File: config.mk
export PLATFORM = sky130hd
export DESIGN_NAME = pqrr_ram
export DESIGN_NICKNAME = d
export VERILOG_FILES = /design/src/rtl/core/pqrr_ram.sv
export SDC_FILE = /design/constraint.sdc
export NUM_CORES = 1
export LEC_CHECK = 0
export ABC_CLOCK_PERIOD_IN_PS = 2480
export BUFFER_PORTS_ARGS = -buffer_cell sky130_fd_sc_hd__buf_2
export CAP_MARGIN = 20
export CORE_MARGIN = 10
export CORE_UTILIZATION = 45
export DETAILED_ROUTE_END_ITERATION = 8
export GPL_TIMING_DRIVEN = 0
export PLACE_DENSITY = 0.59
export SKIP_LAST_GASP = 1
export SYNTH_ARGS = -nofsm -noshare
export SYNTH_HDL_FRONTEND = slang
export SYNTH_SLANG_ARGS = --single-unit
export TNS_END_PERCENT = 50
File: constraint.sdc
create_clock -name clk -period 2.48 [get_ports clk]
set_input_delay 0.124 -clock clk [delete_from_list [all_inputs] [get_ports clk]]
set_output_delay 0.124 -clock clk [all_outputs]
set_load 0.1 [all_outputs]
File: src/rtl/core/pqrr_ram.sv
`timescale 1ns / 1ps
// ----------------------------------------------------------------------------
// pqrr_ram
// Generic single-write, single-read RAM with a registered read port.
// ----------------------------------------------------------------------------
module pqrr_ram #(
  parameter int WIDTH = 8,
  parameter int DEPTH = 64
) (
  input  logic                     clk,
  input  logic                     wr_en,
  input  logic [$clog2(DEPTH)-1:0] wr_addr,
  input  logic [WIDTH-1:0]         wr_data,
  input  logic [$clog2(DEPTH)-1:0] rd_addr,
  output logic [WIDTH-1:0]         rd_data
);
  logic [WIDTH-1:0] mem [DEPTH];

  always_ff @(posedge clk) begin
    if (wr_en) begin
      mem[wr_addr] <= wr_data;
    end
    rd_data <= mem[rd_addr];
  end
endmodule
[Word-level counts from Yosys, hierarchy flattened]
Memories as Yosys holds them, arrays and structs flattened. A register that Yosys moved wholly into a read port is not among the register bits.
Cells that the tools add are included.
Operators by class
  multiplexer cells: 2
Operator list (number)
  $mux W1: 2
Storage, ports and cells
  memories kept: 1
  bits in writable memories: 512
  bits of input ports: 22
  output and inout port bits: 8
  word-level logic and storage cells: 3
  flip-flop bits (word level): 0
Memories
  mem: depth 64, width 8, rd ports 1, clocked after memory_dff 1, wr ports 1, line 17  | logic [WIDTH-1:0] mem [DEPTH];

[Longest topological paths before layout]
Gate-level depths: netlist of run 1.
  depth after elaboration: 2
  gate-level depth with buffers: 9
  mapped depth without buffers: 5

[Worst setup path after synthesis of run 1]
No wires, ideal clock.
  kind: input to register
  start: input port rd_addr[1]
  end: register rd_data[3] (read register of mem)
  path slack: 0.688 ns
  library setup time: 0.128 ns
  required time: 2.352 ns
  path buffers: 3
  stages on the path: 7
  arrival: 1.664 ns
  cell sequence: buf_4 > buf_2 > buf_2 > mux4_2 > mux4_2 > o21ai_1 > o41ai_1
RTL lines
  start: declaration: line 14  | input logic [$clog2(DEPTH)-1:0] rd_addr,
  end: declaration: line 15  | output logic [WIDTH-1:0] rd_data

==> results of run 1 <==
metal layers:
metal | vias to the layer above | routed length [microns] | global-route usage (%) | share of wire (%)
li1 | 4099 | - | - | -
met1 | 5169 | 20600 | 25.4 | 42
met2 | 445 | 23100 | 28.0 | 47
met3 | 76 | 4200 | 5.08 | 8.6
met4 | 0 | 1180 | 5.45 | 2.4
met5 | - | 0 | 0 | 0
registers in the layout (all words and copies together) (netlist names):
register	flops
mem	512
rd_data	8
timing repair:
action                                  CTS  global route
gates resized for setup                   0             3
endpoints found under the setup margin    2             5
endpoints found under the hold margin    15            30
hold buffers                              2             2
final cells by class:
cell class	count	area, sq um
Fill cell	3467	21400
Sequential cell	520	15500
Multi-Input combinational cell	369	4320
Clock buffer	66	1400
Tap cell	592	741
Timing Repair Buffer	35	328
Buffer	50	314
Clock inverter	28	184
power groups by stage:
stage / clock network (W) / logic, W / registers (W)
3_5_place_dp: 0 / 0.00110 / 0.00993
2_1_floorplan: 0 / 0.000518 / 0.0101
4_1_cts: 0.00751 / 0.00111 / 0.00975
6_report: 0.00740 / 0.00114 / 0.00974
3_3_place_gp: 0 / 0.00109 / 0.00993
5_1_grt: 0.00788 / 0.00119 / 0.00974
per-stage QoR:
stage / utilization [%] / area (sq um)
finish: 51.6 / 22800
global placement: 47.5 / 21000
detailed placement: 47.6 / 21100
floorplan: - / 20200
CTS: 51.2 / 22700
global route: 51.6 / 22800
worst paths after layout:
path         slack [ns]          to  cells past startpoint
max                0.12  rd_data[3]                      7
min                0.10  mem[14][0]                      1
min reg2reg        1.02  rd_data[2]                      4
max reg2reg        0.26  rd_data[6]                      5
placed cells by master (no fill, tap or decap), types with 6 or more instances in the layout:
cell,netlist,routed
nor2_1,83,83
mux4_2,126,126
a221oi_1,6,6
o221ai_1,8,8
dfxtp_1,8,8
nand3_1,13,13
nand2b_1,7,7
clkinv_2,0,9
clkinv_1,0,14
edfxtp_1,512,512
clkbuf_16,0,53
buf_12,2,9
buf_4,13,15
nand2_1,19,19
o22ai_1,8,8
clkbuf_1,17,27
nor2b_1,14,14
mux2_2,13,13
buf_2,11,32
mux2i_1,23,23
nor3_1,7,7
logic make-up (layout without fill, tap and decap cells):
logic type,Yosys count,count (layout),share of synthesized area [%]
AO/OA/AOI/OAI,54,54,2.07
multiplexers,162,162,15.9
flip-flops,520,520,77.0
AND/OR/NAND/NOR,153,153,3.39
buffers and inverters,51,179,1.57
worst max-delay path, stage by stage:
cell      delay [ns]
buf_4           0.18
buf_2           0.50
buf_4           0.36
buf_2           0.39
nand3b_1        0.28
o22ai_1         0.13
o41ai_1         0.76
==> results.md, run 1 <==
* Area grow syn2layout at 13.2%
* P_int at between 0.01 and 0.015 W
* Startpoint types: primary input
* Critical Path Sink Type: flop
* Layout Nets at between 1,000 and 1,500
* Chip Height at around 230 microns
* Antenna diodes at 0
* DR iter-0 viols at ~1,100
* Detailed Route WL at roughly 50,000 microns
* Rows at 77
* IO Port Bufs at 21
* Top cell type's share of synthesized area at between 70% and 80%
* Overall routing resource usage at 18.4%
* Seq/Total Area, Yosys at between 70 and 80%
* CORE AREA at approximately 44,000 sq um
* CP Launch Point: rd_addr[1]
* Number of buffers created by CTS at between 50 and 60
* Clock sinks at 520
* Beginning of the worst hold path: wr_data[0]
* Max-slew headroom at between 30% and 40%
* Leakage power at about 7.1 nW
* Synth Flop Type: edfxtp_1
* H-tree depth reported by CTS at 2
* DR vias at between 9,000 and 10,000
* Status: finished, final reports clean
* Max VDD drop at 0.483 mV
* Largest net degree at the start of global routing at 65
* Switching Share at 21.9%
* Slew Viols, Final at 0
* Syn Area/Cell at 21.5 sq um
* Die Width at around 230 microns
* Worst-skew pair later-pin latency at a little under 0.6 ns
* Layout cells sized above 1 at about a quarter
* Fmax at 424 MHz
* Routed Antenna Nets at 0
* TritonCTS clock tree: done
* Clk_skew at between 0.02 and 0.025 ns
* HPWL after DPL at between 30,000 and 40,000 microns
* CP arrival at between 2 and 3 ns
* Grt total ovfl at 0
* DIE AREA at around 54,000 sq um
* Final setup viols at 0
* Yosys reg bits at 520
* Synth cell types at 40
* Non-Filler Instances at ~1,700
* Total power at between 0.015 and 0.02 W
* Worst hold path type: in2reg
* Top fanout value on the critical path at 10
* Async SR Flop Fraction at 0%
* Routability cong. at a little over 0.9
* Synth top area cells: edfxtp_1, mux4_2, nor2_1
* Reg-to-Reg Start: mem[20][6]
* Cell area after synthesis at around 20,000 sq um
* Worst Slack Setup Final at about 0.12 ns
* Min cycle time layout at ~2.4 ns
* Post-CTS Setup Repair Bufs at 0
* Initial antenna violation count at 2
* Clk pwr share at approximately two fifths
* Pwr Density at 801 nW/um^2
* Post-synth top cells: edfxtp_1, mux4_2, nor2_1
* Initial Utilization at 45.6%
* Psw at 0.00401 W
* First-pass GRT wire length at 70,300 microns
* Yosys warnings at 0
* Vias in the first global route at 9,896
* Slew @ Worst Pin at 0.971 ns
* Post-synth EDFFs at 512
* DRC at 0
* Fin Setup TNS at 0 ns
* RSZ-0062 raised after global routing: true
* Max-cap violations at 0
* Crit path kind: in2reg
* Hold slack at roughly 0.10 ns
* WP data required at roughly 2.9 ns
* Clock Tree Root: clkbuf_16
* I/O pins at 30
* Wire length per cell at around 30 microns
* Syn Inst Count at 940
* Clk pin slew, worst setup/hold paths at roughly 0.060 ns
* Sequential Power Share at between 50% and 60%
* DP Worst Slack at -0.658 ns
* Final hold vios at 0
* Clock buffer depth at 3
* Mapped Nets at 962
* Cell taking the most area after synthesis: edfxtp_1
* Top-count cell post-synth: edfxtp_1
* Pre-antenna DRT Iters at 7
* Period utilization at a little over nine tenths
* Logic pwr share at under 10%
* Post-Place Cells at 1,557
* Via density at 5.90
(Power assumes the default switching activity.)
==> inputs of run 2 (changes only) <==
- CELL_PAD_IN_SITES_DETAIL_PLACEMENT: unset -> 1
- CELL_PAD_IN_SITES_GLOBAL_PLACEMENT: unset -> 2
- PLACE_DENSITY: 0.59 -> 0.71
==> run 2 against run 1 <==
Against the previous run: routed wire length increased by 4.7%; setup slack got worse by 0.057 ns; hold slack got worse by 0.064 ns; global-route usage increased by 1.0 points; die area unchanged; clock skew decreased by 0.0024 ns; critical path type unchanged; largest cell class unchanged; largest power group unchanged; highest routed layer is now met5.
==> results.md, run 2 (synthesized netlist as in run 1, its figures left out) <==
* Crit path kind: in2reg (unchanged)
* Leakage power at 7.09 nW (was 7.10 nW)
* Detailed Route WL at 51,400 microns (was 49,100 microns)
* Clk_skew at 0.0182 ns (was 0.0206 ns)
* First-pass GRT wire length at 74,000 microns (was 70,300 microns)
* Pre-antenna DRT Iters at 5 (was 7)
* Status: finished, final reports clean (unchanged)
* Vias in the first global route at 10,199 (was 9,896)
* Routability cong. at 0.844 (was 0.910)
* Layout Nets at 1,051 (unchanged)
* Routed Antenna Nets at 0 (unchanged)
* RSZ-0062 raised after global routing: true (unchanged)
* HPWL after DPL at 33,500 microns (was 31,400 microns)
* Final core utilization at 51.6% (about the same)
* Commonest non-fill, non-tap cell in the layout: edfxtp_1 (unchanged)
* Fmax at 414 MHz (was 424 MHz)
* Max reg flops at 512 (unchanged)
* WP data required at 2.90 ns (was 2.89 ns)
* Clock Tree Root: clkbuf_16 (unchanged)
* Min cycle time layout at 2.41 ns (was 2.36 ns)
* Multi-input gate area at 4320 sq um (about the same)
* Startpoint types: primary input (unchanged)
* Clk pin slew, worst setup/hold paths at 0.06 ns (about the same)
* Wire length per cell at 31.0 microns (was 29.6 microns)
* Max VDD drop at 0.455 mV (was 0.483 mV)
* Initial Utilization at 45.6% (unchanged)
* Reg2Reg Depth at 5 (unchanged)
* Final hold vios at 0 (unchanged)
* I/O pins at 30 (unchanged)
* DR vias at 9,758 (was 9,789)
* Worst hold path type: in2reg (unchanged)
* Crit path to: rd_data[3] (unchanged)
* CORE AREA at 44,200 sq um (unchanged)
* Max-slew headroom at 33.4% (was 35.0%)
* Max-cap violations at 0 (unchanged)
* Total power at 0.0183 W (about the same)
* Period utilization at 97.4% (was 95.1%)
* Largest net degree at the start of global routing at 65 (unchanged)
* Chip Height at 232 microns (unchanged)
* DP Worst Slack at -0.622 ns (was -0.658 ns)
* Die Width at 232 microns (unchanged)
* RR Endpoint: rd_data[6] (unchanged)
* IO Port Bufs at 21 (unchanged)
* DIE AREA at 53,700 sq um (unchanged)
* Clock sinks at 520 (unchanged)
* Pwr Density at 804 nW/um^2 (was 801 nW/um^2)
* H-tree depth reported by CTS at 2 (unchanged)
* Slew @ Worst Pin at 0.995 ns (was 0.971 ns)
* Filler instances at 3,851 (was 3,467)
* CP Launch Point: rd_addr[2] (was rd_addr[1])
* Via density at 5.88 (was 5.90)
* Clock buffer depth at 3 (unchanged)
* DRC at 0 (unchanged)
* Initial antenna violation count at 1 (was 2)
* R2R Setup Slk at 0.31 ns (was 0.26 ns)
* Critical Path Sink Type: flop (unchanged)
* Reg-to-Reg Start: mem[21][6] (was mem[20][6])
* Worst Slack Setup Final at 0.0652 ns (was 0.122 ns)
* Layout cells sized above 1 at 25.4% (was 25.6%)
* Antenna diodes at 0 (unchanged)
* Worst-skew pair later-pin latency at 0.60 ns (was 0.59 ns)
* Top reg by flops: mem (unchanged)
* Most frequent cells in the layout: edfxtp_1, mux4_2, nor2_1 (unchanged)
* Top fanout value on the critical path at 10 (unchanged)
* DR iter-0 viols at 1,149 (was 1,148)
* CP arrival at 2.83 ns (was 2.77 ns)
* Sequential cell area at 15,500 sq um (unchanged)
* TritonCTS clock tree: done (unchanged)
* Area grow syn2layout at 13.2% (about the same)
* Top Registers: mem x512, rd_data x8 (unchanged)
* Slew Viols, Final at 0 (unchanged)
* Rows at 77 (unchanged)
* Final setup viols at 0 (unchanged)
* Grt total ovfl at 0 (unchanged)
* Overall routing resource usage at 19.4% (was 18.4%)
* Number of buffers created by CTS at 52 (was 53)
-- run 2: cell types whose count changed in the layout (fill, tap and decap cells not counted) --
cell      before  now
buf_16         1    0
clkbuf_8       2    5
clkbuf_1      27   33
o41ai_1        1    2
clkinv_2       9    6
o41ai_2        1    0
clkinv_4       1    0
buf_12         9   10
clkinv_1      14    8
-- run 2: routing by layer --
layer  global-route usage [%]  share of wire [%]
met5                        0              0.025
met4                     7.17                3.1
met3                     4.13                6.4
met2                     29.9                 47
met1                     26.8                 43
-- run 2: through the flow --
step           setup TNS [ns]  hold WS [ns]  instance area [sq um]  cells
2_1_floorplan               0         0.223                  20200    940
3_3_place_gp            -4.68         0.605                  21000   1553
3_5_place_dp            -7.12         0.597                  21100   1557
4_1_cts                     0        0.0296                  22700   1650
5_1_grt               -0.0610        0.0648                  22800   1659
6_report                    0        0.0385                  22800   1659
-- run 2: worst min path at each step --
stage               cells past startpoint  startpoint         end  slack [ns]
floorplan                               0  wr_data[0]   mem[0][0]        0.22
global placement                        2  rd_addr[5]  rd_data[5]        0.61
detailed placement                      2  rd_addr[5]  rd_data[3]        0.60
CTS                                     1  wr_data[2]   mem[5][2]        0.03
global route                            1  wr_data[6]   mem[1][6]        0.06
finish                                  1  wr_data[6]   mem[1][6]        0.04
-- run 2: repair_timing --
item,4_1_cts,5_1_grt
hold endpoints to repair,2,44
pin swaps,0,0
buffers inserted,0,0
endpoints found under the setup margin,1,3
hold buffers,1,3
resized for setup,1,1
-- run 2: cell type report --
class	count	area share (%)
flip-flops and latches	520	68.1
well taps	592	3.25
repair buffers	35	1.40
clock buffers	74	6.38
multi-input cells	369	18.9
clock inverters	18	0.603
plain buffers	51	1.39
-- run 2: worst max-delay path: stages --
cell	delay [ns]
buf_2	0.19
buf_4	0.28
clkbuf_1	0.72
buf_2	0.60
o221ai_1	0.24
o21a_1	0.17
o41ai_1	0.49
-- run 2: report_power, final --
| part | total (W) | switching, W | internal (W) |
|---|---|---|---|
| Sequential | 0.00974 | 0.0000175 | 0.00973 |
| Combinational | 0.00115 | 0.000774 | 0.000372 |
| Clock | 0.00745 | 0.00319 | 0.00426 |
| Total | 0.0183 | 0.00398 | 0.0144 |
